[config.mk]
export PLATFORM = sky130hd
export DESIGN_NAME = http_response_header_parser_unit
export DESIGN_NICKNAME = d
export VERILOG_FILES = /design/src/hdl/hrhp_pkg.sv /design/src/hdl/hrhp_front.sv /design/src/hdl/hrhp_back.sv /design/src/hdl/http_response_header_parser_unit.sv
export SDC_FILE = /design/constraint.sdc
export NUM_CORES = 1
export LEC_CHECK = 0
export BUFFER_PORTS_ARGS = -buffer_cell sky130_fd_sc_hd__clkbuf_2
export CAP_MARGIN = 20
export CORE_MARGIN = 2
export CORE_UTILIZATION = 35
export DETAILED_ROUTE_END_ITERATION = 12
export PLACE_DENSITY = 0.6
export SYNTH_ARGS = -nofsm -noshare
export SYNTH_HDL_FRONTEND = slang
export SYNTH_HIERARCHICAL = 1
export SYNTH_SLANG_ARGS = --single-unit
[constraint.sdc]
create_clock -name clock -period 8.71 [get_ports clock]
set_input_delay 1.3065 -clock clock [delete_from_list [all_inputs] [get_ports clock]]
set_output_delay 1.3065 -clock clock [all_outputs]
set_load 0.03 [all_outputs]
[src/hdl/hrhp_pkg.sv]
// Shared types and constants of the HTTP response header parser.
package hrhp_pkg;

   localparam int MAX_CONTENT_LENGTH_DEF = 65536;
   localparam int MAX_BUFFERED_DEF       = 131072;
   localparam int WIN                    = 15;
   localparam int QUEUE_DEPTH            = 4;

   typedef enum logic [1:0] {
      MODE_BYTE    = 2'd0,
      MODE_CLOSE   = 2'd1,
      MODE_RESTART = 2'd2,
      MODE_UNUSED  = 2'd3
   } mode_type;

   typedef enum logic [1:0] {
      RES_INCOMPLETE = 2'd0,
      RES_COMPLETE   = 2'd1,
      RES_MALFORMED  = 2'd2,
      RES_OVERFLOW   = 2'd3
   } result_type;

   typedef enum logic [5:0] {
      PH_PROTO  = 6'b000001,
      PH_SPACE  = 6'b000010,
      PH_DIGITS = 6'b000100,
      PH_GOOD   = 6'b001000,
      PH_BAD    = 6'b010000,
      PH_BODY   = 6'b100000
   } phase_type;

   typedef enum logic [3:0] {
      LEN_NONE   = 4'b0001,
      LEN_SPACES = 4'b0010,
      LEN_DIGITS = 4'b0100,
      LEN_DONE   = 4'b1000
   } len_phase_type;

   // Progress through the Connection value; each letter state names what is matched.
   typedef enum logic [6:0] {
      CONN_NONE   = 7'b0000001,
      CONN_SPACES = 7'b0000010,
      CONN_C      = 7'b0000100,
      CONN_CL     = 7'b0001000,
      CONN_CLO    = 7'b0010000,
      CONN_CLOS   = 7'b0100000,
      CONN_DONE   = 7'b1000000
   } conn_phase_type;

   // Classified item handed from the front end to the back end.
   typedef struct packed {
      mode_type   mode;
      logic [7:0] data_byte;
      logic       is_digit;
      logic [3:0] digit;
      logic [7:0] folded;
      logic       is_space;
   } item_type;

   typedef struct packed {
      result_type  parse_result;
      logic [9:0]  status_code;
      logic        keep_alive;
      logic [17:0] header_length;
      logic [17:0] body_length;
      logic        is_body_byte;
   } result_rec_type;

   function automatic logic [7:0] fold(input logic [7:0] b);
      fold = (b >= 8'h41 && b <= 8'h5A) ? b + 8'd32 : b;
   endfunction

endpackage

[src/hdl/hrhp_front.sv]
// Front end: accepts bytes, classifies them and queues them for the back end.
module hrhp_front (
   input  logic               clock,
   input  logic               reset,
   input  logic               in_valid,
   output logic               in_ready,
   input  logic [1:0]         in_mode,
   input  logic [7:0]         in_byte,
   output logic               q_valid,
   input  logic               q_ready,
   output hrhp_pkg::item_type q_item
);
   localparam int AW = $clog2(hrhp_pkg::QUEUE_DEPTH);

   hrhp_pkg::item_type mem_ff [hrhp_pkg::QUEUE_DEPTH];
   logic [AW-1:0] wr_ff, wr_in, rd_ff, rd_in;
   logic [AW:0]   cnt_ff, cnt_in;
   hrhp_pkg::item_type cls;
   logic push, pop;

   always_comb begin
      cls.mode      = hrhp_pkg::mode_type'(in_mode);
      cls.data_byte = in_byte;
      cls.is_digit  = in_byte >= 8'h30 && in_byte <= 8'h39;
      cls.digit     = 4'(in_byte - 8'h30);
      cls.folded    = hrhp_pkg::fold(in_byte);
      cls.is_space  = in_byte == 8'h20;
   end

   assign in_ready = cnt_ff != (AW+1)'(hrhp_pkg::QUEUE_DEPTH);
   assign q_valid  = cnt_ff != '0;
   assign q_item   = mem_ff[rd_ff];
   assign push     = in_valid && in_ready;
   assign pop      = q_valid && q_ready;

   always_comb begin
      wr_in  = push ? wr_ff + 1'b1 : wr_ff;
      rd_in  = pop ? rd_ff + 1'b1 : rd_ff;
      cnt_in = cnt_ff + (AW+1)'(push) - (AW+1)'(pop);
   end

   always_ff @(posedge clock) begin
      if (reset) begin
         wr_ff  <= '0;
         rd_ff  <= '0;
         cnt_ff <= '0;
      end else begin
         wr_ff  <= wr_in;
         rd_ff  <= rd_in;
         cnt_ff <= cnt_in;
      end
      if (push) begin
         mem_ff[wr_ff] <= cls;
      end
   end
endmodule

[src/hdl/hrhp_back.sv]
// Back end: header scanning, length tracking and result register.
module hrhp_back #(
   parameter int MAX_CONTENT_LENGTH = hrhp_pkg::MAX_CONTENT_LENGTH_DEF,
   parameter int MAX_BUFFERED       = hrhp_pkg::MAX_BUFFERED_DEF
) (
   input  logic                      clock,
   input  logic                      reset,
   input  logic                      q_valid,
   output logic                      q_ready,
   input  hrhp_pkg::item_type        q_item,
   output logic                      out_valid,
   input  logic                      out_ready,
   output hrhp_pkg::result_rec_type  out_rec
);
   localparam int LW = $clog2(MAX_CONTENT_LENGTH + 2);
   localparam int CW = $clog2(MAX_BUFFERED + 1);
   localparam int DW = ((LW > CW) ? LW : CW) + 1;

   logic [7:0] win_ff [hrhp_pkg::WIN];
   logic [7:0] win_in [hrhp_pkg::WIN];
   logic [CW-1:0] cnt_ff, cnt_in, hdr_ff, hdr_in;
   hrhp_pkg::phase_type ph_ff, ph_in;
   logic [9:0] st_ff, st_in;
   logic [2:0] sdi_ff, sdi_in;
   hrhp_pkg::len_phase_type lp_ff, lp_in;
   logic [LW-1:0] lv_ff, lv_in;
   hrhp_pkg::conn_phase_type cp_ff, cp_in;
   logic ka_ff, ka_in;
   hrhp_pkg::result_type res_ff, res_in;
   logic body_flag;
   logic [LW+3:0] lv_mul;
   logic [CW-1:0] body_cnt;
   logic [7:0] b, c;
   logic len_match, conn_match, term_match;
   logic take;
   hrhp_pkg::result_rec_type rec_ff, rec_in;
   logic ov_ff;

   localparam logic [7:0] PROTO [5] = '{8'h48, 8'h54, 8'h54, 8'h50, 8'h2F};
   localparam logic [7:0] CLOSE [5] = '{8'h63, 8'h6C, 8'h6F, 8'h73, 8'h65};
   localparam logic [7:0] LEN_NAME [15] = '{8'h63, 8'h6F, 8'h6E, 8'h74, 8'h65,
      8'h6E, 8'h74, 8'h2D, 8'h6C, 8'h65, 8'h6E, 8'h67, 8'h74, 8'h68, 8'h3A};
   localparam logic [7:0] CONN_NAME [11] = '{8'h63, 8'h6F, 8'h6E, 8'h6E, 8'h65,
      8'h63, 8'h74, 8'h69, 8'h6F, 8'h6E, 8'h3A};

   assign q_ready = !ov_ff || out_ready;
   assign take    = q_valid && q_ready;
   assign b       = q_item.data_byte;
   assign c       = q_item.folded;

   always_comb begin
      win_in   = win_ff;
      cnt_in   = cnt_ff;
      hdr_in   = hdr_ff;
      ph_in    = ph_ff;
      st_in    = st_ff;
      sdi_in   = sdi_ff;
      lp_in    = lp_ff;
      lv_in    = lv_ff;
      cp_in    = cp_ff;
      ka_in    = ka_ff;
      res_in   = res_ff;
      body_flag = 1'b0;
      lv_mul   = '0;
      len_match = 1'b0;
      conn_match = 1'b0;
      term_match = 1'b0;
      case (q_item.mode)
         hrhp_pkg::MODE_RESTART: begin
            for (int i = 0; i < hrhp_pkg::WIN; i++) win_in[i] = '0;
            cnt_in = '0;
            hdr_in = '0;
            ph_in  = hrhp_pkg::PH_PROTO;
            st_in  = '0;
            sdi_in = '0;
            lp_in  = hrhp_pkg::LEN_NONE;
            lv_in  = '0;
            cp_in  = hrhp_pkg::CONN_NONE;
            ka_in  = 1'b1;
            res_in = hrhp_pkg::RES_INCOMPLETE;
         end
         hrhp_pkg::MODE_BYTE: begin
            if (res_ff == hrhp_pkg::RES_INCOMPLETE) begin
               if (cnt_ff >= CW'(MAX_BUFFERED)) begin
                  res_in = hrhp_pkg::RES_OVERFLOW;
               end else begin
                  cnt_in = cnt_ff + 1'b1;
                  if (ph_ff == hrhp_pkg::PH_BODY) begin
                     body_flag = 1'b1;
                     if (lp_ff != hrhp_pkg::LEN_NONE &&
                         DW'(cnt_in - hdr_ff) >= DW'(lv_ff))
                        res_in = hrhp_pkg::RES_COMPLETE;
                  end else begin
                     // Status line.
                     case (ph_ff)
                        hrhp_pkg::PH_PROTO: begin
                           if (sdi_ff < 3'd5 && b == PROTO[sdi_ff]) begin
                              if (sdi_ff == 3'd4) begin
                                 ph_in  = hrhp_pkg::PH_SPACE;
                                 sdi_in = '0;
                              end else begin
                                 sdi_in = sdi_ff + 1'b1;
                              end
                           end else begin
                              ph_in = hrhp_pkg::PH_BAD;
                           end
                        end
                        hrhp_pkg::PH_SPACE: if (q_item.is_space) ph_in = hrhp_pkg::PH_DIGITS;
                        hrhp_pkg::PH_DIGITS: begin
                           if (q_item.is_digit) begin
                              st_in  = 10'((st_ff << 3) + (st_ff << 1) + 10'(q_item.digit));
                              sdi_in = sdi_ff + 1'b1;
                              if (sdi_in >= 3'd3) ph_in = hrhp_pkg::PH_GOOD;
                           end else begin
                              ph_in = hrhp_pkg::PH_BAD;
                           end
                        end
                        default: ;
                     endcase
                     // Content length value.
                     if ((lp_ff == hrhp_pkg::LEN_SPACES || lp_ff == hrhp_pkg::LEN_DIGITS) &&
                         !(lp_ff == hrhp_pkg::LEN_SPACES && q_item.is_space)) begin
                        if (q_item.is_digit) begin
                           lv_mul = (LW+4)'(lv_ff) * (LW+4)'(10) + (LW+4)'(q_item.digit);
                           if (lv_mul > (LW+4)'(MAX_CONTENT_LENGTH))
                              lv_in = LW'(MAX_CONTENT_LENGTH + 1);
                           else
                              lv_in = LW'(lv_mul);
                           lp_in = hrhp_pkg::LEN_DIGITS;
                        end else begin
                           lp_in = hrhp_pkg::LEN_DONE;
                        end
                     end
                     // Connection value: leading spaces, then the letters of close.
                     case (cp_ff)
                        hrhp_pkg::CONN_SPACES: begin
                           if (!q_item.is_space)
                              cp_in = (c == CLOSE[0]) ? hrhp_pkg::CONN_C : hrhp_pkg::CONN_DONE;
                        end
                        hrhp_pkg::CONN_C:
                           cp_in = (c == CLOSE[1]) ? hrhp_pkg::CONN_CL : hrhp_pkg::CONN_DONE;
                        hrhp_pkg::CONN_CL:
                           cp_in = (c == CLOSE[2]) ? hrhp_pkg::CONN_CLO : hrhp_pkg::CONN_DONE;
                        hrhp_pkg::CONN_CLO:
                           cp_in = (c == CLOSE[3]) ? hrhp_pkg::CONN_CLOS : hrhp_pkg::CONN_DONE;
                        hrhp_pkg::CONN_CLOS: begin
                           if (c == CLOSE[4]) ka_in = 1'b0;
                           cp_in = hrhp_pkg::CONN_DONE;
                        end
                        default: ;
                     endcase
                     for (int i = 0; i < hrhp_pkg::WIN - 1; i++) win_in[i] = win_ff[i+1];
                     win_in[hrhp_pkg::WIN-1] = b;
                     len_match = 1'b1;
                     for (int i = 0; i < 15; i++)
                        if (hrhp_pkg::fold(win_in[i]) != LEN_NAME[i]) len_match = 1'b0;
                     conn_match = 1'b1;
                     for (int i = 0; i < 11; i++)
                        if (hrhp_pkg::fold(win_in[i+4]) != CONN_NAME[i]) conn_match = 1'b0;
                     term_match = win_in[11] == 8'h0D && win_in[12] == 8'h0A &&
                                  win_in[13] == 8'h0D && win_in[14] == 8'h0A;
                     if (lp_in == hrhp_pkg::LEN_NONE && len_match) lp_in = hrhp_pkg::LEN_SPACES;
                     if (cp_in == hrhp_pkg::CONN_NONE && conn_match)
                        cp_in = hrhp_pkg::CONN_SPACES;
                     if (term_match) begin
                        hdr_in = cnt_in;
                        if (ph_in != hrhp_pkg::PH_GOOD)
                           res_in = hrhp_pkg::RES_MALFORMED;
                        else if (lp_in != hrhp_pkg::LEN_NONE &&
                                 lv_in > LW'(MAX_CONTENT_LENGTH))
                           res_in = hrhp_pkg::RES_MALFORMED;
                        else if (lp_in != hrhp_pkg::LEN_NONE && lv_in == '0)
                           res_in = hrhp_pkg::RES_COMPLETE;
                        ph_in = hrhp_pkg::PH_BODY;
                     end
                  end
               end
            end
         end
         hrhp_pkg::MODE_CLOSE: begin
            if (res_ff == hrhp_pkg::RES_INCOMPLETE) begin
               if (ph_ff == hrhp_pkg::PH_BODY && lp_ff == hrhp_pkg::LEN_NONE) begin
                  res_in = hrhp_pkg::RES_COMPLETE;
                  ka_in  = 1'b0;
               end else begin
                  res_in = hrhp_pkg::RES_MALFORMED;
               end
            end
         end
         default: ;
      endcase
      body_cnt = (ph_in == hrhp_pkg::PH_BODY) ? cnt_in - hdr_in : '0;
      rec_in.parse_result  = res_in;
      rec_in.status_code   = st_in;
      rec_in.keep_alive    = ka_in;
      rec_in.header_length = 18'(hdr_in);
      rec_in.body_length   = 18'(body_cnt);
      rec_in.is_body_byte  = body_flag;
   end

   assign out_valid = ov_ff;
   assign out_rec   = rec_ff;

   always_ff @(posedge clock) begin
      if (reset) begin
         for (int i = 0; i < hrhp_pkg::WIN; i++) win_ff[i] <= '0;
         cnt_ff <= '0;
         hdr_ff <= '0;
         ph_ff  <= hrhp_pkg::PH_PROTO;
         st_ff  <= '0;
         sdi_ff <= '0;
         lp_ff  <= hrhp_pkg::LEN_NONE;
         lv_ff  <= '0;
         cp_ff  <= hrhp_pkg::CONN_NONE;
         ka_ff  <= 1'b1;
         res_ff <= hrhp_pkg::RES_INCOMPLETE;
         ov_ff  <= 1'b0;
      end else begin
         if (take) begin
            win_ff <= win_in;
            cnt_ff <= cnt_in;
            hdr_ff <= hdr_in;
            ph_ff  <= ph_in;
            st_ff  <= st_in;
            sdi_ff <= sdi_in;
            lp_ff  <= lp_in;
            lv_ff  <= lv_in;
            cp_ff  <= cp_in;
            ka_ff  <= ka_in;
            res_ff <= res_in;
         end
         if (take) ov_ff <= 1'b1;
         else if (out_ready) ov_ff <= 1'b0;
      end
      if (take) rec_ff <= rec_in;
   end
endmodule

[src/hdl/http_response_header_parser_unit.sv]
// Top level of the HTTP/1.1 response header parser.
// An item passes the classification queue, then the combinational scan into the
// result register, which holds the queue back while its result is not taken.
// Throughput: one item per cycle while results are taken as they come.
// Reset: synchronous and active high; it empties the queue and the result
// register and puts the parser in the state of a fresh response.
module http_response_header_parser_unit #(
   parameter int MAX_CONTENT_LENGTH = hrhp_pkg::MAX_CONTENT_LENGTH_DEF,
   parameter int MAX_BUFFERED       = hrhp_pkg::MAX_BUFFERED_DEF
) (
   input  logic        clock,
   input  logic        reset,
   input  logic        req_tvalid,
   output logic        req_tready,
   input  logic [7:0]  req_tdata,   // data_byte[7:0]
   input  logic [1:0]  req_tuser,   // mode[1:0]
   output logic        rsp_tvalid,
   input  logic        rsp_tready,
   // parse_result[1:0], status_code[11:2], keep_alive[12], header_length[30:13],
   // body_length[48:31], is_body_byte[49], zero fill to 56 bits
   output logic [55:0] rsp_tdata
);
   // Items pass from the classifying front end through a short queue.
   logic q_valid, q_ready;
   hrhp_pkg::item_type q_item;
   hrhp_pkg::result_rec_type rec;

   hrhp_front u_front (
      .clock(clock), .reset(reset),
      .in_valid(req_tvalid), .in_ready(req_tready),
      .in_mode(req_tuser), .in_byte(req_tdata),
      .q_valid(q_valid), .q_ready(q_ready), .q_item(q_item)
   );

   // The back end holds all parse state and the output register.
   hrhp_back #(
      .MAX_CONTENT_LENGTH(MAX_CONTENT_LENGTH), .MAX_BUFFERED(MAX_BUFFERED)
   ) u_back (
      .clock(clock), .reset(reset),
      .q_valid(q_valid), .q_ready(q_ready), .q_item(q_item),
      .out_valid(rsp_tvalid), .out_ready(rsp_tready), .out_rec(rec)
   );

   assign rsp_tdata = {6'd0, rec.is_body_byte, rec.body_length, rec.header_length,
                       rec.keep_alive, rec.status_code, rec.parse_result};
endmodule

After elaboration in Yosys (flattened, before gate mapping)
Memory sizes are Yosys's and may differ from the RTL's. A register that Yosys moved wholly into a read port is not among the register bits.
Cells that the tools add are included.
{"block": "word_totals", "regBits": 256, "mem_bits_rw": 96, "romBits": 64, "inputBits": 14, "output_inout_bits": 58, "wordCells": 377, "mem_count": 2}
{"memory": "u_front.mem_ff", "depth": 4, "width": 24, "rd": 1, "rd_clocked_by_memory_dff": 1, "write_ports": 1, "line": "hrhp_front.sv:15", "source": "hrhp_pkg::item_type mem_ff [hrhp_pkg::QUEUE_DEPTH];"}
{"memory": "(name not given)", "depth": 8, "width": 8, "rd": 1, "rd_clocked_by_memory_dff": 0, "write_ports": 0, "line": "hrhp_back.sv:97", "source": "if (sdi_ff < 3'd5 && b == PROTO[sdi_ff]) begin"}
{"block": "op_classes", "n_addsub": 28, "mul": 1, "magnitude_cmp": 41, "n_eq_ne": 64, "mux": 160, "bitwise_logic": 3, "reduce_logical": 44}
{"cell": "112-bit two-way mux", "count": 3}
{"cell": "112-bit case mux with 2 select lines", "count": 1}
{"cell": "8-bit by 7-bit inequality test with 1-bit output, second input constant", "count": 23}
{"cell": "17-bit two-way mux", "count": 10}
{"cell": "8-bit two-way mux", "count": 18}
{"cell": "8-bit by 6-bit adder with 8-bit output, second input constant", "count": 16}
{"cell": "8-bit by 7-bit >= comparator with 1-bit output, second input constant", "count": 16}
{"cell": "8-bit by 7-bit less-or-equal comparator with 1-bit output, second input constant", "count": 16}
{"cell": "18-bit two-way mux", "count": 6}
{"cell": "7-bit two-way mux", "count": 13}
{"cell": "6-bit two-way mux", "count": 13}
{"cell": "18-bit case mux with 2 select lines", "count": 2}
{"cell": "4-bit two-way mux", "count": 14}
{"cell": "10-bit two-way mux", "count": 5}
{"cell": "1-bit two-way mux", "count": 46}
{"cell": "8-bit by 7-bit equality test with 1-bit output, second input constant", "count": 5}
{"cell": "7-bit case mux with 5 select lines", "count": 1}
{"cell": "17-bit case mux with 2 select lines", "count": 1}
{"cell": "8-bit by 4-bit equality test with 1-bit output, second input constant", "count": 4}
{"cell": "1-bit logical AND", "count": 31}
{"cell": "2-bit two-way mux", "count": 12}
{"cell": "21-bit by 4-bit adder with 21-bit output", "count": 1}
{"cell": "21-bit by 17-bit > comparator with 1-bit output, second input constant", "count": 1}
{"cell": "17-bit by 3-bit multiplier with 20-bit output, second input constant", "count": 1}
{"cell": "63 further kinds", "count": 82}

Logic depth before layout (Yosys ltp)
{"block": "depth", "ltp_word": 39, "depth_mapped": 25}

Modules after synthesis
Netlist, hierarchy kept.
{"mod": "hrhp_back", "n_inst": 1, "cells_per_inst": 1992, "area_each_um2": 15822.7}
{"mod": "hrhp_front", "n_inst": 1, "cells_per_inst": 158, "area_each_um2": 2856.5}
{"mod": "http_response_header_parser_unit", "n_inst": 1, "cells_per_inst": 7, "area_each_um2": 48.8}

Least setup slack after synthesis
No wires, ideal clock.
{"block": "synth_path", "kind": "register to register", "from": "register with a tool-made name", "to": "register u_back.rec_ff, in the netlist u_back/out_rec[18] (data pin)", "arrival_time_ns": 5.920, "slack_ns": 2.524, "stages_incl_launch_ff": 26, "n_path_buf": 5, "synth_period_minus_slack_ns": 6.186, "cell_sequence": "dfxtp_1 buf_2 buf_4 mux4_2 buf_4 or2_1 or4_1 nor4_2 a21oi_1 or2_2 clkbuf_1 clkbuf_1 a22oi_1 ha_1 nor2b_1 o21ai_0 a21oi_1 o21ai_0 nand2b_1 a31o_2 a41o_1 o211a_1 nor4_1 o31ai_1 xnor2_1 nor2_1"}
{"item": "end signal: assignment", "line": "hrhp_back.sv:235", "source": "if (take) rec_ff <= rec_in;"}
{"item": "end: declaration", "line": "hrhp_back.sv:36", "source": "hrhp_pkg::result_rec_type rec_ff, rec_in;"}

==> results.sh <==
export IMPL_outcome="finished, final reports clean"
export IMPL_h_tree_depth=2
export IMPL_synthDistinctLibCells=96
export IMPL_min_period_ns=6.383
export IMPL_worst_pin_slew_ns=1.090
export IMPL_start_util=0.3550
export IMPL_ys_seq_elements=318
export IMPL_antenna_found_initial=0
export IMPL_post_cts_setup_buffers=0
export IMPL_io_pins=72
export IMPL_grt_use_total=0.1775
export IMPL_areaGrowthSynthToFinish_pct=11.71
export IMPL_crit_type="flip-flop to flip-flop"
export IMPL_pwr_share_comb=0.441
export IMPL_max_slew_margin=0.2736
export IMPL_cpMaxStageDelayCell="dfxtp_1"
export IMPL_final_layout_size_suffix_gt1_frac=0.09120
export IMPL_final_setup_tns_ns=0
export IMPL_switchingPower_w=0.002735
export IMPL_ctsResizeCount=0
export IMPL_synth_most_common_cell="nand2_1"
export IMPL_clock_skew_ns=0.02111
export IMPL_port_buffers=65
export IMPL_p_per_area_nw_per_um2=313.6
export IMPL_wl_per_cell_um=17.40
export IMPL_antenna_diode_count=0
export IMPL_drtIter0Drc=1339
export IMPL_clk_pin_slew_ns=0.06
export IMPL_critPathMaxStageDelay_ns=0.79
export IMPL_synth_common_cells="249 x nand2_1, 215 x a21oi_1, 208 x dfxtp_1"
export IMPL_die_area_um2=55380
export IMPL_clock_sinks=318
export IMPL_synth_area_top_cells="dfxtp_1 22%, edfxtp_1 18%, ha_1 8.5%, a21oi_1 5.7%, nand2_1 5.0%"
export IMPL_layout_nets=2311
export IMPL_finalMaxSlewViolations=0
export IMPL_die_w_um=235.3
export IMPL_r2r_end="u_back/out_rec[18]$_SDFFCE_PP0P_"
export IMPL_core_um2=52760
export IMPL_synthCells=2157
export IMPL_grt_pass1_vias=15500
export IMPL_rrSetupSlack_ns=2.33
export IMPL_hp_class="flip-flop to flip-flop"
export IMPL_crit_family="simple AND/OR/NAND/NOR gates"
export IMPL_start_kind="flip-flop"
export IMPL_drv_cap=0
export IMPL_p_int_w=0.003827
export IMPL_ys_flop_type="dfxtp_1"
export IMPL_fin_crit_sh=0.7329
export IMPL_fmax_ghz=0.1567
export IMPL_grt_pass1_wl_mm=81.68
export IMPL_total_power_w=0.006561
export IMPL_cts_tree="built"
export IMPL_drt_pass1_iter_count=5
export IMPL_critPathRequiredTime_ns=8.98
export IMPL_r2r_cells=21
export IMPL_async_flop_share=0
export IMPL_rsz0062_at_grt="no"
export IMPL_numCtsBuffers=38
export IMPL_dp_hpwl_mm=35.29
export IMPL_crit_end="u_back/out_rec[18]$_SDFFCE_PP0P_"
export IMPL_synth_area_leader_cell="dfxtp_1"
export IMPL_synth_top_area_frac=0.2223
export IMPL_avgSynthCellArea_um2=8.682
export IMPL_gp_congestion=0.8822
export IMPL_drc_errors=0
export IMPL_critical_path_arrival_ns=6.65
export IMPL_grt_max_degree=127
export IMPL_holdBufCountCts=0
export IMPL_ant_nets=0
export IMPL_peakVddDrop_v=0.0001572
export IMPL_cp_max_fo=17
export IMPL_clkLatencyLatePin_ns=0.56
export IMPL_syn_area_um2=18730
export IMPL_chipHeight_um=235.3
export IMPL_seqPwrFrac=0.299
export IMPL_cts_max_path_buffers=3
export IMPL_switching_share=0.4168
export IMPL_yosysSeqAreaShare=0.3987
export IMPL_vias_per_cell=5.554
export IMPL_cp_num_buf_inv=1
export IMPL_grt_overflow_total=0
export IMPL_vias=16000
export IMPL_setup_worst_path_end_class="flip-flop"
export IMPL_synth_edf_count=110
export IMPL_static_leakage_power_nw=7.858
export IMPL_row_count=84
export IMPL_wl_mm=50.14
export IMPL_fillers=5255
export IMPL_p_clk_frac=0.260
export IMPL_ys_warn_count=6
export IMPL_hold_viol_final=0
export IMPL_final_setup_viol_count=0
export IMPL_worst_path_stages=21
export IMPL_worstPathCellList="mux4_2 > or2_1 > or4_1 > nor4_2 > buf_4 > a21oi_1 > or2_2 > a22oi_1 > ha_1 > nor2b_1 > o21ai_0 > a21oi_1 > o21ai_0 > nand2b_1 > a31o_2 > a41o_1 > o211a_1 > nor4_1 > o31ai_1 > xnor2_1 > nor2_1"
export IMPL_cts_root_buf="clkbuf_16"
-- layout by cell type (no fill, tap or decap), types with 25 or more instances in the layout --
cell type / instances
a21o_1: 26
edfxtp_1: 110
clkbuf_16: 39
nor4_1: 34
dfxtp_1: 208
xor2_1: 27
ha_1: 127
inv_1: 108
nor2b_1: 25
clkbuf_2: 64
nand2_1: 248
a211oi_1: 28
o21ai_0: 78
nor2_1: 177
a22oi_1: 34
nor3_1: 48
a21oi_1: 215
nand3_1: 145
xnor2_1: 47
-- worst register-to-register path: stages (launching register included) --
cell,delay (ns)
dfxtp_1,0.79
mux4_2,0.55
or2_1,0.29
or4_1,0.45
nor4_2,0.29
buf_4,0.21
a21oi_1,0.08
or2_2,0.46
a22oi_1,0.48
ha_1,0.32
nor2b_1,0.13
o21ai_0,0.19
a21oi_1,0.12
o21ai_0,0.15
nand2b_1,0.11
a31o_2,0.29
a41o_1,0.28
o211a_1,0.25
nor4_1,0.31
o31ai_1,0.16
xnor2_1,0.16
nor2_1,0.05
-- layer usage --
metal | vias to the layer above | global-route usage | part of all wire | wire length [um]
li1 | 7848 | - | - | -
met1 | 7662 | 0.2359 | 0.46 | 22870
met2 | 411 | 0.2976 | 0.47 | 23710
met3 | 81 | 0.02498 | 0.046 | 2331
met4 | 0 | 0.05694 | 0.024 | 1218
met5 | - | 0 | 0 | 0
-- power groups by stage --
stage | sequential [W] | clock [W] | combinational, W
2_1_floorplan | 0.00218 | 0 | 0.00197
3_3_place_gp | 0.00200 | 0 | 0.00278
3_5_place_dp | 0.00200 | 0 | 0.00284
4_1_cts | 0.00197 | 0.00175 | 0.00285
5_1_grt | 0.00199 | 0.00180 | 0.00322
6_report | 0.00196 | 0.00170 | 0.00289
-- per-stage QoR --
step / hold WS [ns] / area (um2) / util / setup WS [ns] / std cells
global placement: 0.4528 / 19510 / 0.3698 / 2.459 / 2808
finish: 0.4661 / 20920 / 0.3965 / 2.327 / 2881
floorplan: 0.4288 / 18750 / - / 2.524 / 2162
detailed placement: 0.4593 / 19510 / 0.3698 / 2.338 / 2808
CTS: 0.4668 / 20860 / 0.3953 / 2.318 / 2878
global route: 0.4876 / 20920 / 0.3965 / 1.743 / 2881
-- how the worst min path moves through the flow --
stage / from / to / cells past startpoint
2_1_floorplan: u_back/ka_ff$_SDFFE_PP1P_ / u_back/ka_ff$_SDFFE_PP1P_ / 1
3_3_place_gp: u_back/win_ff[36]$_SDFFE_PP0P_ / u_back/win_ff[36]$_SDFFE_PP0P_ / 2
3_5_place_dp: u_back/win_ff[36]$_SDFFE_PP0P_ / u_back/win_ff[36]$_SDFFE_PP0P_ / 2
4_1_cts: u_back/win_ff[36]$_SDFFE_PP0P_ / u_back/win_ff[36]$_SDFFE_PP0P_ / 2
5_1_grt: u_back/win_ff[108]$_SDFFE_PP0P_ / u_back/win_ff[108]$_SDFFE_PP0P_ / 2
6_report: u_back/win_ff[36]$_SDFFE_PP0P_ / u_back/win_ff[36]$_SDFFE_PP0P_ / 2
-- cells by family after synthesis --
| family | share of synthesized area |
|---|---|
| simple gates | 0.2211 |
| xor+xnor | 0.03461 |
| compound gates | 0.1795 |
| flops | 0.3987 |
| buf+inv | 0.05051 |
| other cells | 0.0002002 |
| fa+ha+maj | 0.09233 |
| mux | 0.02305 |
-- area by class of cell --
class | instances | area (um2) | share of cell area
Sequential cell | 318 | 7467 | 0.3569
Clock inverter | 15 | 230.2 | 0.01100
Inverter | 109 | 411.6 | 0.01968
Tap cell | 688 | 860.8 | 0.04115
Timing Repair Buffer | 78 | 469.2 | 0.02243
Clock buffer | 55 | 1120 | 0.05353
Multi-Input combinational cell | 1618 | 10360 | 0.4953
-- flip-flops by register name (all words and copies together) (netlist names), 4 cells and up, named ones only --
signal          cells
u_back/cnt_ff      18
u_back/cp_ff        7
u_back/hdr_ff      18
u_back/lp_ff        4
u_back/lv_ff       17
u_back/out_rec     50
u_back/ph_ff        6
u_back/st_ff       10
u_back/win_ff     112
u_front/mem_ff     60
Note: power is estimated with default switching activity, not from simulation.
